$ cat config.mk
export PLATFORM = sky130hd
export DESIGN_NAME = ipcs_queue
export DESIGN_NICKNAME = d
export VERILOG_FILES = /design/src/sv/item_pair_count_store_defines.svh /design/src/sv/ipcs_pkg.sv /design/src/sv/ipcs_queue.sv
export SDC_FILE = /design/constraint.sdc
export NUM_CORES = 1
export LEC_CHECK = 0
export BUFFER_PORTS_ARGS = -buffer_cell sky130_fd_sc_hd__buf_2
export CAP_MARGIN = 25
export CORE_AREA = 2 2 39 41
export CTS_CLUSTER_DIAMETER = 40
export DETAILED_ROUTE_END_ITERATION = 6
export DIE_AREA = 0 0 41 43
export GPL_TIMING_DRIVEN = 0
export PLACE_DENSITY = 0.4
export SLEW_MARGIN = 20
export SYNTH_ARGS = -nofsm -noshare
export SYNTH_HDL_FRONTEND = slang
export SYNTH_SLANG_ARGS = --single-unit
$ cat constraint.sdc
create_clock -name clock -period 1.4 [get_ports clock]
set_input_delay 0.14 -clock clock [delete_from_list [all_inputs] [get_ports clock]]
set_output_delay 0.14 -clock clock [all_outputs]
set_load 0.02 [all_outputs]
$ cat src/sv/item_pair_count_store_defines.svh
// ----------------------------------------------------------------------------
// Pair counter store assertion macros
// Concurrent assertion helpers; they expand to nothing in synthesis.
// ----------------------------------------------------------------------------
`ifndef ITEM_PAIR_COUNT_STORE_DEFINES_SVH
`define ITEM_PAIR_COUNT_STORE_DEFINES_SVH

`ifndef SYNTHESIS
// Same-cycle implication.
`define IPCS_ASSERT_IMP(lbl, clk, rst, ante, cons, msg) \
   lbl: assert property (@(posedge clk) disable iff (rst) (ante) |-> (cons)) \
      else $error(msg);
// Next-cycle implication.
`define IPCS_ASSERT_NXT(lbl, clk, rst, ante, cons, msg) \
   lbl: assert property (@(posedge clk) disable iff (rst) (ante) |=> (cons)) \
      else $error(msg);
`else
`define IPCS_ASSERT_IMP(lbl, clk, rst, ante, cons, msg)
`define IPCS_ASSERT_NXT(lbl, clk, rst, ante, cons, msg)
`endif

`endif

$ cat src/sv/ipcs_pkg.sv
// ----------------------------------------------------------------------------
// Pair counter store package
// Shared widths, status and mode codes, queue flags and state types.
// ----------------------------------------------------------------------------
package ipcs_pkg;

   localparam int ITEMS_DEFAULT = 64;
   localparam int QUEUE_DEPTH   = 2;

   localparam int ITEM_W   = 10;
   localparam int AMOUNT_W = 16;
   localparam int COUNT_W  = 32;
   localparam int STATUS_W = 2;

   localparam logic [STATUS_W-1:0] ST_DONE  = 2'd0;
   localparam logic [STATUS_W-1:0] ST_EQUAL = 2'd1;
   localparam logic [STATUS_W-1:0] ST_RANGE = 2'd2;

   localparam logic MODE_ADD  = 1'b0;
   localparam logic MODE_READ = 1'b1;

   localparam logic [COUNT_W-1:0] COUNT_MAX = '1;

   typedef struct packed {
      logic full;
      logic empty;
   } queue_flags_type;

   typedef enum logic [2:0] {
      BK_CLEAR  = 3'b001,
      BK_IDLE   = 3'b010,
      BK_MODIFY = 3'b100
   } back_state_type;

   // Number of counters in the triangular store for a given item count.
   function automatic int store_depth(input int items);
      return items * (items + 2) - 1;
   endfunction

endpackage

$ cat src/sv/ipcs_queue.sv
// ----------------------------------------------------------------------------
// Pair counter store queue
// Small first-in first-out buffer with push/pop handshake and flags.
// ----------------------------------------------------------------------------
module ipcs_queue
   import ipcs_pkg::*;
#(
   parameter int WIDTH = 1,
   parameter int DEPTH = QUEUE_DEPTH,
   localparam int PTR_W = (DEPTH > 1) ? $clog2(DEPTH) : 1,
   localparam int CNT_W = $clog2(DEPTH + 1)
) (
   input  logic             clock,
   input  logic             reset,
   input  logic             push,
   input  logic [WIDTH-1:0] push_data,
   input  logic             pop,
   output logic [WIDTH-1:0] pop_data,
   output queue_flags_type  flags
);

   logic [WIDTH-1:0] slot_ff [DEPTH];
   logic [PTR_W-1:0] wr_ptr_ff, wr_ptr_in;
   logic [PTR_W-1:0] rd_ptr_ff, rd_ptr_in;
   logic [CNT_W-1:0] count_ff, count_in;
   logic             do_push, do_pop;

   assign flags.full  = (count_ff == CNT_W'(DEPTH));
   assign flags.empty = (count_ff == '0);
   assign do_push     = push & ~flags.full;
   assign do_pop      = pop & ~flags.empty;
   assign pop_data    = slot_ff[rd_ptr_ff];

   always_comb begin
      wr_ptr_in = wr_ptr_ff;
      rd_ptr_in = rd_ptr_ff;
      if (do_push) begin
         wr_ptr_in = (wr_ptr_ff == PTR_W'(DEPTH - 1)) ? '0 : wr_ptr_ff + 1'b1;
      end
      if (do_pop) begin
         rd_ptr_in = (rd_ptr_ff == PTR_W'(DEPTH - 1)) ? '0 : rd_ptr_ff + 1'b1;
      end
      case ({do_push, do_pop})
         2'b10:   count_in = count_ff + 1'b1;
         2'b01:   count_in = count_ff - 1'b1;
         default: count_in = count_ff;
      endcase
   end

   always_ff @(posedge clock) begin
      if (reset) begin
         wr_ptr_ff <= '0;
         rd_ptr_ff <= '0;
         count_ff  <= '0;
      end else begin
         wr_ptr_ff <= wr_ptr_in;
         rd_ptr_ff <= rd_ptr_in;
         count_ff  <= count_in;
      end
   end

   always_ff @(posedge clock) begin
      if (do_push) begin
         slot_ff[wr_ptr_ff] <= push_data;
      end
   end

endmodule

==> summary.txt <==
Finish
  – # diodes: 0
  – Fill count: 148
  – Final Util: 0.307
  – Layout cells sized above 1: 0.476
  – Area of the multi-input gates: 151 um^2
  – Register area: 165 um^2
  – Area Growth Syn to Fin: 43.6%
  – Nets@finish: 49

Worst setup path
  – Crit-path max FO: 3
  – Crit Path Category: flop to flop
  – CP Launch Type: flop
  – Crit end category: flop
  – Crit path DAT: 1.56 ns
  – Worst path required time: 1.58 ns

Logic synthesis
  – Mapped Nets: 35
  – Mapped Area: 295 um^2
  – Flops & latches, synth: 7
  – Mean area per synthesized cell: 10.2 um^2
  – Async SR Flop Fraction: 0
  – Fraction of the mapped netlist area in adder cells: 0.0424
  – Top-count cell post-synth: dfxtp_1
  – Largest family of logic cells by synthesized area: simple AND/OR/NAND/NOR gates
  – Synth Area in Simple Gates: 0.157
  – Post-synth EDFFs: 2
  – Ys flop type: dfxtp_1
  – Complex-gate fraction of the synthesized area: 0.0932
  – Area leader, netlist: dfxtp_1
  – Synth Area in XOR/XNOR: 0.0890
  – Synth top area cells: dfxtp_1 34%, edfxtp_1 20%, xnor2_1 5.9%, nor2_1 5.1%, ha_1 4.2%
  – Area share of the largest cell type after synthesis: 0.339
  – Yosys cell types: 16
  – Top post-synthesis cells by count: 5 x dfxtp_1, 4 x nor2_1
  – Mux cell area share after synthesis: 0.0381
  – Seq/Total Area, Yosys: 0.542
  – Synth warn: 0
  – Gate Count Post-Synth: 29

Global route
  – Global routing usage on met1: 0.0909
  – Largest net degree at the start of global routing: 6
  – GRT Overall Usage: 0.0846
  – Met2 usage: 0.109
  – Antenna violations before repair: 0
  – Busiest grt layer: met2
  – First-pass GRT wire length: 924 um
  – Number of global-route vias before repair: 240
  – Met3 usage: 0.0314
  – Remaining global-route overflow: 0

Clock network
  – Clk_lat worst skew: 0.25 ns
  – Root Driver: clkbuf_4
  – # clock sinks: 7
  – Longest Clk Path Bufs: 2
  – CTS H-tree lvls: 1
  – Post-CTS Hold Buffers: 0
  – TritonCTS clock tree: done
  – Total CTS buffers: 3
  – Worst-path clk slew: 0.06 ns

Floorplan
  – # rows: 14
  – Die X: 41 um
  – Die area: 1760 um^2
  – Initial Util: 0.213
  – Ports: 8
  – Core region area: 1380 um^2
  – Die H: 43 um

Routing
  – DR WL/cell: 10.4 um
  – DR DRC count: 0
  – Number of DRC markers in iteration 0: 0
  – Antenna Nets Post-Route: 0
  – DR vias: 239
  – Via-to-Cell Ratio: 4.12
  – Routed wire length: 606 um
  – First-pass DRT Iterations: 1

Pwr
  – Lkg Pwr: 0.186 nW
  – Maximum VDD drop: 0.652 mV
  – Pwr Density: 2280 nW/um^2

STA
  – Worst Tran Pin Value: 0.182 ns
  – Slew headroom: 0.878
  – Hold Violations, Final: 0
  – Final Skew: 0.00458 ns
  – Min cycle time layout: 1.38 ns
  – Final setup viols: 0
  – Tcrit/Tclk final: 0.985
  – Final worst slack: 0.0211 ns
  – Max-slew violations: 0
  – RSZ-0062 raised after global routing: yes
  – Max Freq: 0.725 GHz

Placed design
  – Pre-CTS setup slack: -0.0531 ns
  – GP Congestion: 0.762
  – Port Buffer Count: 7

Status
  – Status: complete, no violations

Min path
  – Hold WC Path Type: primary input to flop

Run
  – Max Cap Viol: 0
[report_power, final]
part / leakage (nW) / switching, W / internal, W
combinational: 0.110 / 0.000216 / 0.000223
sequential: 0.0610 / 0.0000520 / 0.000288
clock: 0.0150 / 0.0000773 / 0.000109
[critical path: stages, from the launching register on]
cell,delay (ns)
dfxtp_4,0.35
o21a_4,0.23
ha_4,0.15
xnor2_1,0.13
or3_1,0.31
a21oi_1,0.13
[worst paths after layout]
check	startpoint	endpoint	slack [ns]	cells past startpoint
hold / removal	push_data	slot_ff[1]$_DFFE_PP_	0.08	1
hold reg to reg	wr_ptr_ff$_SDFFE_PP0N_	wr_ptr_ff$_SDFFE_PP0N_	0.49	2
setup / recovery	count_ff[0]$_SDFFE_PP0P_	count_ff[1]$_SDFFE_PP0P_	0.02	5
setup reg to reg	count_ff[0]$_SDFFE_PP0P_	count_ff[1]$_SDFFE_PP0P_	0.02	5
[cells by family (layout without fill, tap and decap cells)]
kind of cell	after synthesis	after routing
and+or+nand+nor	9	9
DFF	7	7
AOI/OAI and AO/OA	5	5
xor gates and xnor gates	3	3
buffers and inverters	3	16
adders and majority gates	1	1
muxes	1	1
[per-stage QoR]
| step | cells | TNS (ns) | hold slack (ns) | power (W) | cell area, um^2 |
|---|---|---|---|---|---|
| 2_1_floorplan | 29 | 0 | 0.205 | 0.000581 | 297 |
| 3_3_place_gp | 52 | -0.0140 | 0.330 | 0.000652 | 352 |
| 3_5_place_dp | 52 | -0.0531 | 0.333 | 0.000665 | 352 |
| 4_1_cts | 57 | 0 | 0.0676 | 0.000936 | 407 |
| 5_1_grt | 58 | -0.00309 | 0.0734 | 0.00104 | 424 |
| 6_report | 58 | 0 | 0.0800 | 0.000966 | 424 |
[cell usage in the layout (no fill, tap or decap)]
cell type,synthesis,layout
xor2_1,1,1
o21a_4,0,1
mux2_2,1,1
inv_2,1,1
xnor2_1,2,2
inv_1,2,2
clkbuf_4,0,3
or3_1,2,2
and3_1,1,1
nand2b_4,0,1
nand2_2,0,1
edfxtp_1,2,2
a21oi_1,2,2
buf_2,0,7
ha_4,0,1
nor2_1,4,4
buf_4,0,2
dfxtp_2,0,1
dfxtp_1,5,3
clkbuf_1,0,1
dfxtp_4,0,1
o21ai_0,2,2
[layout make-up]
type                       instances  area share
tap                               16      0.0472
sequential                         7       0.389
inverter                           3      0.0265
multi-input combinational         19       0.357
clock buffer                       4      0.0619
timing repair buffer               9       0.118
[metal layers]
metal | up-vias | wire length [um]
li1 | 122 | -
met1 | 110 | 259
met2 | 5 | 300
met3 | 2 | 40
met4 | 0 | 6
met5 | - | 0
[repair_timing]
| action | in CTS | in global routing |
|---|---|---|
| gates resized for setup | 4 | 2 |
| setup endpoints to repair | 1 | 1 |
| pin swaps | 1 | 2 |
| buffers inserted | 1 | 1 |
Note: power is estimated with default switching activity, not from simulation.
