File: config.mk
export PLATFORM = sky130hd
export DESIGN_NAME = ipcs_front
export DESIGN_NICKNAME = d
export VERILOG_FILES = /design/src/sv/item_pair_count_store_defines.svh /design/src/sv/ipcs_pkg.sv /design/src/sv/ipcs_front.sv
export SDC_FILE = /design/constraint.sdc
export NUM_CORES = 1
export LEC_CHECK = 0
export BUFFER_PORTS_ARGS = -buffer_cell sky130_fd_sc_hd__buf_2
export CORE_MARGIN = 4
export CORE_UTILIZATION = 30
export CTS_BUF_LIST = sky130_fd_sc_hd__clkbuf_16
export DETAILED_ROUTE_END_ITERATION = 7
export GPL_ROUTABILITY_DRIVEN = 0
export SETUP_SLACK_MARGIN = 0.4
export SLEW_MARGIN = 20
export SYNTH_ARGS = -nofsm -noshare
export SYNTH_HDL_FRONTEND = slang
export SYNTH_SLANG_ARGS = --single-unit
File: constraint.sdc
create_clock -name clock -period 8.7 [get_ports clock]
set_clock_uncertainty 0.2 [all_clocks]
set_input_delay 2.175 -clock clock [delete_from_list [all_inputs] [get_ports clock]]
set_output_delay 2.175 -clock clock [all_outputs]
set_load 0.005 [all_outputs]
File: src/sv/item_pair_count_store_defines.svh
// ----------------------------------------------------------------------------
// Pair counter store assertion macros
// Concurrent assertion helpers; they expand to nothing in synthesis.
// ----------------------------------------------------------------------------
`ifndef ITEM_PAIR_COUNT_STORE_DEFINES_SVH
`define ITEM_PAIR_COUNT_STORE_DEFINES_SVH

`ifndef SYNTHESIS
// Same-cycle implication.
`define IPCS_ASSERT_IMP(lbl, clk, rst, ante, cons, msg) \
   lbl: assert property (@(posedge clk) disable iff (rst) (ante) |-> (cons)) \
      else $error(msg);
// Next-cycle implication.
`define IPCS_ASSERT_NXT(lbl, clk, rst, ante, cons, msg) \
   lbl: assert property (@(posedge clk) disable iff (rst) (ante) |=> (cons)) \
      else $error(msg);
`else
`define IPCS_ASSERT_IMP(lbl, clk, rst, ante, cons, msg)
`define IPCS_ASSERT_NXT(lbl, clk, rst, ante, cons, msg)
`endif

`endif

File: src/sv/ipcs_pkg.sv
// ----------------------------------------------------------------------------
// Pair counter store package
// Shared widths, status and mode codes, queue flags and state types.
// ----------------------------------------------------------------------------
package ipcs_pkg;

   localparam int ITEMS_DEFAULT = 64;
   localparam int QUEUE_DEPTH   = 2;

   localparam int ITEM_W   = 10;
   localparam int AMOUNT_W = 16;
   localparam int COUNT_W  = 32;
   localparam int STATUS_W = 2;

   localparam logic [STATUS_W-1:0] ST_DONE  = 2'd0;
   localparam logic [STATUS_W-1:0] ST_EQUAL = 2'd1;
   localparam logic [STATUS_W-1:0] ST_RANGE = 2'd2;

   localparam logic MODE_ADD  = 1'b0;
   localparam logic MODE_READ = 1'b1;

   localparam logic [COUNT_W-1:0] COUNT_MAX = '1;

   typedef struct packed {
      logic full;
      logic empty;
   } queue_flags_type;

   typedef enum logic [2:0] {
      BK_CLEAR  = 3'b001,
      BK_IDLE   = 3'b010,
      BK_MODIFY = 3'b100
   } back_state_type;

   // Number of counters in the triangular store for a given item count.
   function automatic int store_depth(input int items);
      return items * (items + 2) - 1;
   endfunction

endpackage

File: src/sv/ipcs_front.sv
// ----------------------------------------------------------------------------
// Pair counter store front end
// Accepts request words, checks the item numbers and computes the store slot.
// ----------------------------------------------------------------------------
module ipcs_front
   import ipcs_pkg::*;
#(
   parameter int ITEMS = ITEMS_DEFAULT,
   localparam int IDX_W = $clog2(store_depth(ITEMS)),
   localparam int OP_W  = 1 + STATUS_W + AMOUNT_W + IDX_W
) (
   input  logic                clock,
   input  logic                reset,
   input  logic                clearing,
   input  logic                req_push,
   output logic                req_full,
   input  logic                req_mode,
   input  logic [ITEM_W-1:0]   req_item_first,
   input  logic [ITEM_W-1:0]   req_item_second,
   input  logic [AMOUNT_W-1:0] req_amount,
   output logic                op_push,
   output logic [OP_W-1:0]     op_data,
   input  queue_flags_type     op_flags
);

   localparam int IW   = (ITEMS > 1) ? $clog2(ITEMS) : 1;
   localparam int SQ_W = 2 * IW + 2;
   localparam logic [ITEM_W:0] LIMIT = (ITEM_W + 1)'(ITEMS);

   logic                fr_valid_ff, fr_valid_in;
   logic [OP_W-1:0]     fr_op_ff;
   logic                accept, move;
   logic                in_range;
   logic [IW-1:0]       first_lo, second_lo, smaller;
   logic [IW:0]         pair_sum;
   logic [SQ_W-1:0]     square, slot_full;
   logic [STATUS_W-1:0] status;

   assign req_full = clearing | (fr_valid_ff & op_flags.full);
   assign accept   = req_push & ~req_full;
   assign move     = fr_valid_ff & ~op_flags.full;
   assign op_push  = move;
   assign op_data  = fr_op_ff;

   // Slot of pair {a, b}: floor((a+b)^2 / 4) plus the smaller item.
   always_comb begin
      in_range  = ({1'b0, req_item_first} < LIMIT) && ({1'b0, req_item_second} < LIMIT);
      first_lo  = req_item_first[IW-1:0];
      second_lo = req_item_second[IW-1:0];
      smaller   = (first_lo < second_lo) ? first_lo : second_lo;
      pair_sum  = {1'b0, first_lo} + {1'b0, second_lo};
      square    = SQ_W'(pair_sum) * SQ_W'(pair_sum);
      slot_full = (square >> 2) + SQ_W'(smaller);
      if (!in_range) begin
         status = ST_RANGE;
      end else if (req_item_first == req_item_second) begin
         status = ST_EQUAL;
      end else begin
         status = ST_DONE;
      end
      fr_valid_in = accept | (fr_valid_ff & ~move);
   end

   always_ff @(posedge clock) begin
      if (reset) begin
         fr_valid_ff <= 1'b0;
      end else begin
         fr_valid_ff <= fr_valid_in;
      end
   end

   always_ff @(posedge clock) begin
      if (accept) begin
         fr_op_ff <= {req_mode, status, req_amount, slot_full[IDX_W-1:0]};
      end
   end

endmodule

==> results of run 1 <==
-- cells in the mapped netlist, drive strengths merged, types with 2 or more instances --
cell,n,area (um2)
xor2,8,77.6
a31oi,2,12.5
a21o,5,37.5
a211oi,3,35.0
edfxtp,32,961
fa,15,300
nor3,6,30.0
nor2,30,113
nand2,18,67.6
nand4,4,25.0
o21ai,14,70.1
clkbuf,2,7.51
nor2b,6,40.0
nand4b,2,32.5
inv,44,165
buf,4,28.8
ha,42,526
xnor2,15,131
o21bai,3,22.5
nand3b,2,18.8
nor4,4,31.3
or3,3,20.0
o21a,2,15.0
and2,2,12.5
a21oi,17,92.6
nand3,5,35.0
nand2b,5,31.3
-- repair_timing --
action	CTS	global route
setup buffers	0	0
hold endpoints to repair	0	0
setup endpoints to repair	0	3
resized for setup	0	3
-- cell type report --
class / count / area, um2 / area share (%)
flip-flops and latches: 33 / 981 / 25.7
repair buffers: 80 / 413 / 10.8
inverters: 44 / 165 / 4.33
clock buffers: 5 / 125 / 3.28
clock inverters: 3 / 37.5 / 0.985
well taps: 133 / 166 / 4.37
multi-input cells: 226 / 1920 / 50.5
-- state kept, by name, summed over array words and instances, names as in the netlist --
name	cells
fr_valid_ff	1
op_data	32
-- layer usage --
layer	routed length, um	GRT usage [%]	up-vias
met4	152	3.92	0
met1	2540	11.7	1117
met2	2940	18.9	72
met3	430	1.70	10
li1	-	-	1222
met5	0	0	-
-- cell usage in the layout (no fill, tap or decap), types with 3 or more instances in the layout --
| cell type | instances |
|---|---|
| xnor2_1 | 14 |
| ha_1 | 42 |
| edfxtp_1 | 32 |
| fa_1 | 15 |
| nor4_1 | 3 |
| buf_4 | 5 |
| nor2_1 | 30 |
| clkbuf_16 | 5 |
| xor2_1 | 7 |
| inv_1 | 45 |
| nand2_1 | 18 |
| a21o_1 | 5 |
| o21ai_0 | 12 |
| buf_2 | 75 |
| nand4_1 | 4 |
| o21bai_1 | 3 |
| nand3_1 | 3 |
| nand2b_1 | 5 |
| nor3_1 | 5 |
| a21oi_1 | 15 |
| nor2b_1 | 5 |
-- metrics by stage --
step | cell area, um2 | setup slack [ns] | utilization, % | power (mW) | hold slack [ns]
after floorplan | 3080 | 0.868 | - | 1.22 | 0.275
after global placement | 3620 | 0.400 | 36.7 | 1.41 | 0.290
after detailed placement | 3620 | 0.304 | 36.7 | 1.42 | 0.320
after CTS | 3780 | 0.575 | 38.4 | 1.63 | 0.331
after global routing | 3810 | 0.369 | 38.6 | 1.83 | 0.385
final | 3810 | 0.702 | 38.6 | 1.64 | 0.322
-- logic make-up (layout without fill, tap and decap cells) --
logic type | after synthesis | in the layout | share of synthesized area [%]
AO/OA/AOI/OAI | 55 | 55 | 12.0
XOR/XNOR | 23 | 23 | 6.79
adder cells (fa/ha/maj) | 57 | 57 | 26.8
buffers and inverters | 50 | 132 | 6.54
flip-flops | 33 | 33 | 31.9
multiplexers | 2 | 2 | 0.691
AND/OR/NAND/NOR | 89 | 89 | 15.3
-- power breakdown --
part	switching, mW	internal, mW	total (mW)
Combinational	0.677	0.511	1.19
Clock	0.0546	0.132	0.187
Sequential	0.00634	0.262	0.268
-- worst min path at each step --
| stage | to | from | slack, ns |
|---|---|---|---|
| CTS | fr_valid_ff | fr_valid_ff | 0.33 |
| global route | fr_valid_ff | fr_valid_ff | 0.38 |
| finish | fr_valid_ff | fr_valid_ff | 0.32 |
| global placement | fr_valid_ff | fr_valid_ff | 0.29 |
| floorplan | fr_valid_ff | fr_valid_ff | 0.27 |
| detailed placement | fr_valid_ff | fr_valid_ff | 0.32 |
-- worst max-delay path, cell delays in order --
cell,delay (ns)
buf_2,0.12
ha_1,0.22
fa_1,0.41
nand2b_1,0.09
a21oi_1,0.07
nor2_1,0.26
xnor2_2,0.22
nor2_1,0.12
ha_1,0.28
inv_1,0.05
xnor2_1,0.13
fa_1,0.48
inv_1,0.06
fa_1,0.53
inv_1,0.05
fa_1,0.52
inv_1,0.04
ha_1,0.37
a21o_1,0.22
a21o_1,0.23
a211oi_4,0.36
xor2_2,0.17
nor4_4,0.32
nand3_1,0.13
xor2_1,0.16
==> results.md, run 1 <==
- Post-route ant nets: 0
- Actual slew at the worst max-slew pin: 0.594 ns
- Syn nets: 409
- Worst Setup Start Kind: primary input
- DR iter-0 viols: 61
- Area grow syn2layout: 23.8%
- Final setup TNS: 0 ns
- Number of fill cells: 972
- Pre-antenna DRT Iters: 4
- Most used DFF post-synth: edfxtp_1
- CP required: 8.51 ns
- Fin nets: 490
- Post-Place Cells: 516
- Hold_buf cts: 0
- R2R Path End: op_data[5]
- Register area share after synthesis: 31.9%
- First-pass GRT wire length: 10.0 mm
- CTS tree: built
- Die Wd: 109 um
- Port Buf Inserts: 75
- Lkg Pwr: 1.80 nW
- Clock transition at path regs: 0.05 ns
- Starting Density: 31.2%
- Mapped Cells: 309
- Synth warn: 0
- Ant. Diodes: 0
- Post-route DRC: 0
- Final Routed Wirelength: 6.06 mm
- Post-route minimum period: 8.00 ns
- FP Rows: 36
- H-tree levels: 2
- Num CTS Buffers: 5
- Antenna violations before repair: 0
- Mapped cell area: 3080 um2
- DR vias: 2,421
- Post-synth ARST share: 0%
- Syn avg cell area: 9.97 um2
- DPL Wire Length: 5.11 mm
- Worst Setup SP: req_item_first[0]
- I/O Pins: 77
- Clk_lat worst skew: 0.26 ns
- Final hold viol count: 0
- WHS Path Cells: 2
- Routed length per placed instance: 11.6 um
- Critical Path End: op_data[11]
- Root Driver: clkbuf_16
- Worst reg2reg setup slack: 7.15 ns
- Reg2reg start: fr_valid_ff
- Fmax: 0.125 GHz
- Die area: 11,900 um2
- Flops & latches, synth: 33
- Clock Tree Buf Depth: 2
- Final Slew Violations: 0
- Final Setup Violations: 0
- Maximum vdd drop: 0.193 mV
- Total GRT Usage: 10.2%
- Largest net degree at the start of global routing: 34
- Reg2reg path depth: 3
- Max_cap viols: 0
- Power Dens Cells: 431 nW/um2
- Hold/Removal Path Class: reg -> reg
- Core Area: 9860 um2
- Fin cells: 524
- Unique cell type count in the Yosys netlist: 53
- Layout cells sized above 1: 26.3%
- Crit path DAT: 7.81 ns
- Max_slew headroom: 60.3%
- Period utilization: 91.9%
- Die height: 109 um
- Clock sinks: 33
- Vias per cell: 4.62
- Worst Setup End Kind: register
- EDFF count, synth: 32
- Vias in the first global route: 2,421
- Outcome: complete, no violations
- RSZ-0062 raised after global routing: true
- Critical path fanouts, max: 6
- Gr ovfl total: 0
- Worst Setup Path Type: in -> reg
(Power assumes the default switching activity.)
==> run 2, diff against run 1 <==
- clock period: 8.7 -> 8.69 ns (I/O delays scaled with it)
==> results.md, run 2 (synthesized netlist as in run 1, its figures left out) <==
- Fin cells: 526 (+0.38%)
- RSZ-0062 raised after global routing: false
- Clock power share: 11.5% (about the same)
- Worst Setup Path Type: in -> reg
- Die height: 109 um (unchanged)
- Starting Density: 31.2% (unchanged)
- Final Routed Wirelength: 6.17 mm (+1.8%)
- Vias in the first global route: 2,505 (+3.5%)
- Power Dens Cells: 427 nW/um2 (-0.91%)
- Outcome: complete, no violations
- Post-route DRC: 0 (unchanged)
- Largest net degree at the start of global routing: 34 (unchanged)
- Psw: 0.715 mW (-3.0%)
- Post-route minimum period: 7.90 ns
- Worst Setup Start Kind: primary input
- Share of power burned in registers: 16.4% (about the same)
- DPL Wire Length: 5.16 mm (+0.99%)
- Final Util: 38.7% (+0.089 points)
- Die Wd: 109 um (unchanged)
- Vias per cell: 4.57 (-1.2%)
- H-tree levels: 2 (unchanged)
- CP required: 8.50 ns (about the same)
- Worst reg2reg setup slack: 7.15 ns (about the same)
- Pre-antenna DRT Iters: 4 (unchanged)
- Post-Place Cells: 516 (unchanged)
- Max_slew headroom: 30.8% (-29 points)
- DR iter-0 viols: 63 (+3.3%)
- Max_cap viols: 0 (unchanged)
- Number of fill cells: 975 (+0.31%)
- Setup WS pre-CTS: 0.307 ns (+0.00262 ns)
- Ant. Diodes: 0 (unchanged)
- Hold_ws: 0.305 ns (-0.0168 ns)
- Worst path max stage delay: 0.53 ns (about the same)
- Max reg flops: 32 (unchanged)
- CTS tree: built
- Clock sinks: 33 (unchanged)
- Period utilization: 90.9%
- DR vias: 2,402 (-0.78%)
- Int Pwr: 0.916 mW (+1.2%)
- Gr ovfl total: 0 (unchanged)
- Clock transition at path regs: 0.05 ns (about the same)
- Crit path DAT: 7.72 ns (-0.09 ns)
- Die area: 11,900 um2 (unchanged)
- Routed length per placed instance: 11.7 um (+1.4%)
- Hold/Removal Path Class: reg -> reg
- First-pass GRT wire length: 10.5 mm (+5.0%)
- Final setup TNS: 0 ns (unchanged)
- Dpl cell area: 3620 um2 (unchanged)
- Clock Tree Buf Depth: 2 (unchanged)
- Total GRT Usage: 10.8% (+0.55 points)
- Post-route total power: 1.63 mW (-0.68%)
- Most frequent cells in the layout: buf_2, inv_1, ha_1
- Clk_lat worst skew: 0.26 ns (about the same)
- Num CTS Buffers: 5 (unchanged)
- Design area: 3820 um2 (+0.23%)
- I/O Pins: 77 (unchanged)
- Layout cells sized above 1: 27.0% (+0.63 points)
- Root Driver: clkbuf_16
- Core Area: 9860 um2 (unchanged)
- Setup ws final: 0.786 ns (+0.0846 ns)
- Antenna violations before repair: 0 (unchanged)
- Final Slew Violations: 0 (unchanged)
- Slowest CP cell: fa_1
- Comb power frac: 72.1% (-0.2 points)
- Hold_buf cts: 0 (unchanged)
- Fin nets: 492 (+0.41%)
- Critical path fanouts, max: 8 (+2)
- Sw frac: 43.8% (-1.1 points)
- Post-route ant nets: 0 (unchanged)
- Port Buf Inserts: 75 (unchanged)
- Final Setup Violations: 0 (unchanged)
- CP Buf/Inv Count: 5 (unchanged)
- Area grow syn2layout: 24.1%
- Commonest non-fill, non-tap cell in the layout: buf_2
- Maximum vdd drop: 0.221 mV (+14%)
- Worst Setup End Kind: register
- Lkg Pwr: 1.81 nW (+0.44%)
- Actual slew at the worst max-slew pin: 1.03 ns (+0.437 ns)
- CP top delay family: adder cells
- Final hold viol count: 0 (unchanged)
- Critical Path, Cell by Cell: buf_2 > ha_1 > nor2b_1 > a221oi_2 > nand4_1 > xor2_1 > ha_1 > inv_1 > fa_1 > inv_1 > fa_1 > inv_1 > fa_1 > inv_1 > ha_1 > a21o_1 > a31oi_1 > xnor2_1 > ha_1 > o21a_1 > a21oi_1 > nor4_2 > nand3_1 > xor2_1
- Fmax: 0.127 GHz
- FP Rows: 36 (unchanged)
## run 2: changes by cell type in the layout (fill, tap and decap cells not counted), sizes merged
cell and delta:
buf +2
## run 2: path summary, 6_finish.rpt
| kind | from | endpoint | depth (start not counted) |
|---|---|---|---|
| worst min register to register | fr_valid_ff | fr_valid_ff | 2 |
| worst max-delay path | req_item_first[5] | op_data[11] | 24 |
| worst max register to register | fr_valid_ff | op_data[3] | 3 |
| worst min-delay path | fr_valid_ff | fr_valid_ff | 2 |
## run 2: final cells by class
type | count | area (um2) | share of cell area (%)
Clock buffer | 5 | 125 | 3.28
Clock inverter | 3 | 37.5 | 0.983
Inverter | 44 | 165 | 4.32
Multi-Input combinational cell | 226 | 1920 | 50.2
Sequential cell | 33 | 981 | 25.7
Tap cell | 133 | 166 | 4.36
Timing Repair Buffer | 82 | 428 | 11.2
## run 2: power groups by stage
stage	Clock (mW)	Sequential (mW)	Combinational (mW)
CTS	0.192	0.269	1.17
global route	0.199	0.270	1.35
floorplan	0	0.276	0.941
global placement	0	0.271	1.14
detailed placement	0	0.271	1.15
finish	0.187	0.268	1.18
## run 2: timing repair
action	in CTS	in global routing
buffers inserted	0	2
endpoints found under the hold margin	0	0
gates resized for setup	0	4
setup endpoints to repair	0	3
## run 2: routing by layer
layer	GRT usage, %	vias up	share of wire [%]
met2	20.0	67	49
met5	0	-	0
li1	-	1230	-
met3	1.94	8	7.0
met1	12.2	1097	42
met4	3.92	0	2.0
## run 2: tightest hold or removal path, cell delays in order (launching register included)
cell,delay (ns)
dfxtp_1,0.33
a21oi_1,0.07
nor2_1,0.07
==> run 3, diff against run 2 <==
- CAP_MARGIN: unset -> 20
- CORE_UTILIZATION: 30 -> 45
- CTS_BUF_LIST: sky130_fd_sc_hd__clkbuf_16 -> sky130_fd_sc_hd__clkbuf_4 sky130_fd_sc_hd__clkbuf_8
- PLACE_DENSITY: unset -> 0.69
==> results.md, run 3 (synthesized netlist as in run 1, its figures left out) <==
- Outcome: complete, no violations
- Clock sinks: 33 (unchanged)
- DR iter-0 viols: 64 (+1.6%)
- Die area: 8230 um2 (-31%)
- Worst reg2reg setup slack: 7.13 ns (-0.02 ns)
- Port Buf Inserts: 75 (unchanged)
- Die Wd: 90.7 um (-17%)
- RSZ-0062 raised after global routing: false
- Max_cap viols: 0 (unchanged)
- Hold/Removal Path Class: reg -> reg
- Final Slew Violations: 0 (unchanged)
- R2R Path End: op_data[22]
- Core Area: 6490 um2 (-34%)
- Gr ovfl total: 0 (unchanged)
- Maximum vdd drop: 0.269 mV (+22%)
- Worst Setup End Kind: register
- Post-route DRC: 0 (unchanged)
- Vias per cell: 5.16 (+13%)
- DPL Wire Length: 5.09 mm (-1.5%)
- Lkg Pwr: 1.78 nW (-1.7%)
- H-tree levels: 2 (unchanged)
- Commonest non-fill, non-tap cell in the layout: buf_2
- I/O Pins: 77 (unchanged)
- First-pass GRT wire length: 10.8 mm (+2.8%)
- Max_slew headroom: 64.4% (+34 points)
- Worst Setup Path Type: in -> reg
- Post-route total power: 1.57 mW (-3.8%)
- Final Setup Violations: 0 (unchanged)
- Critical path fanouts, max: 6 (-2)
- Reg2reg path depth: 3 (unchanged)
- Setup WS pre-CTS: 0.208 ns (-0.0987 ns)
- Pre-antenna DRT Iters: 5 (+1)
- Routed length per placed instance: 13.1 um (+11%)
- Worst Setup Start Kind: primary input
- Layout cells sized above 1: 27.0% (+0.069 points)
- Ant. Diodes: 0 (unchanged)
- Reg2reg start: fr_valid_ff
- Power Dens Cells: 425 nW/um2 (-0.41%)
- Die height: 90.7 um (-17%)
- Largest net degree at the start of global routing: 34 (unchanged)
- CP required: 8.51 ns (about the same)
- Post-route ant nets: 0 (unchanged)
- Fin nets: 491 (-0.20%)
- Worst path max stage delay: 0.53 ns (about the same)
- DR vias: 2,418 (+0.67%)
- Num CTS Buffers: 5 (unchanged)
- Worst Setup SP: req_item_first[0]
- Fmax: 0.126 GHz (-0.30%)
- Most frequent cells in the layout: buf_2, inv_1, ha_1
- FP Rows: 29 (-19%)
- Period utilization: 91.2% (+0.27 points)
- WHS Path Cells: 2 (unchanged)
- Slowest CP cell: fa_1
- CTS tree: built
- Antenna violations before repair: 0 (unchanged)
- Number of fill cells: 580 (-41%)
- Final Routed Wirelength: 6.14 mm (-0.58%)
- Area grow syn2layout: 19.8%
- Critical Path End: op_data[11]
- Final setup TNS: 0 ns (unchanged)
- Root Driver: clkbuf_8
- Actual slew at the worst max-slew pin: 0.531 ns (-0.500 ns)
- Post-CTS setup buffers: 0 (unchanged)
- Setup ws final: 0.763 ns (-0.0238 ns)
- Crit path DAT: 7.75 ns (+0.03 ns)
- Starting Density: 47.4% (+16 points)
- Vias in the first global route: 2,431 (-3.0%)
- Post-route minimum period: 7.93 ns (+0.0238 ns)
- Max reg flops: 32 (unchanged)
- Total GRT Usage: 15.8% (+5.0 points)
- Clk_lat worst skew: 0.27 ns (about the same)
- Clock transition at path regs: 0.06 ns (about the same)
- Final hold viol count: 0 (unchanged)
- Clock Tree Buf Depth: 2 (unchanged)
-- run 3: changes by cell type in the layout (fill, tap and decap cells not counted) --
| cell | change |
|---|---|
| clkbuf_16 | -5 |
| buf_4 | -1 |
| clkbuf_8 | +5 |
| clkbuf_4 | +1 |
| inv_1 | -1 |
-- run 3: layer usage --
layer,GRT usage [%],up-vias,share of wire (%)
met4,4.59,0,1.3
met2,28.4,62,50
met5,0,-,0
met3,3.50,7,6.1
li1,-,1228,-
met1,18.8,1121,42
-- run 3: repair_timing --
item | CTS | global route
setup endpoints to repair | 0 | 4
resized for setup | 0 | 4
hold buffers | 0 | 0
-- run 3: worst max-delay path: cells and delay by family --
kind,cells,cell delay [ns]
AOI/OAI and AO/OA,4,0.90
xor gates and xnor gates,4,0.65
adders and majority gates,7,2.80
and+or+nand+nor,5,0.90
buffers and inverters,5,0.31
-- run 3: where the power goes --
group | switching, mW | total, mW | internal, mW
combinational | 0.660 | 1.17 | 0.505
clock | 0.0499 | 0.137 | 0.0876
sequential | 0.00554 | 0.267 | 0.261
total | 0.715 | 1.57 | 0.854
-- run 3: final cells by class --
| cell class | instances | area [um2] | area share, % |
|---|---|---|---|
| multi-input combinational | 226 | 1920 | 51.9 |
| sequential | 33 | 981 | 26.6 |
| clock inverter | 2 | 33.8 | 0.916 |
| timing repair buffer | 81 | 420 | 11.4 |
| clock buffer | 6 | 76.3 | 2.07 |
| inverter | 44 | 165 | 4.48 |
| tap | 77 | 96.3 | 2.61 |
-- run 3: worst min path at each step --
stage,start,end,slack (ns)
after floorplan,fr_valid_ff,fr_valid_ff,0.27
final,fr_valid_ff,fr_valid_ff,0.36
after global placement,fr_valid_ff,fr_valid_ff,0.29
after global routing,fr_valid_ff,fr_valid_ff,0.39
after detailed placement,fr_valid_ff,fr_valid_ff,0.36
after CTS,fr_valid_ff,fr_valid_ff,0.37
-- run 3: stage by stage --
stage	hold slack (ns)	util (%)	area, um2	instances
5_1_grt	0.391	56.8	3690	469
2_1_floorplan	0.275	-	3080	309
3_5_place_dp	0.359	54.8	3560	461
4_1_cts	0.375	56.5	3670	469
3_3_place_gp	0.291	54.8	3560	461
6_report	0.358	56.8	3690	469
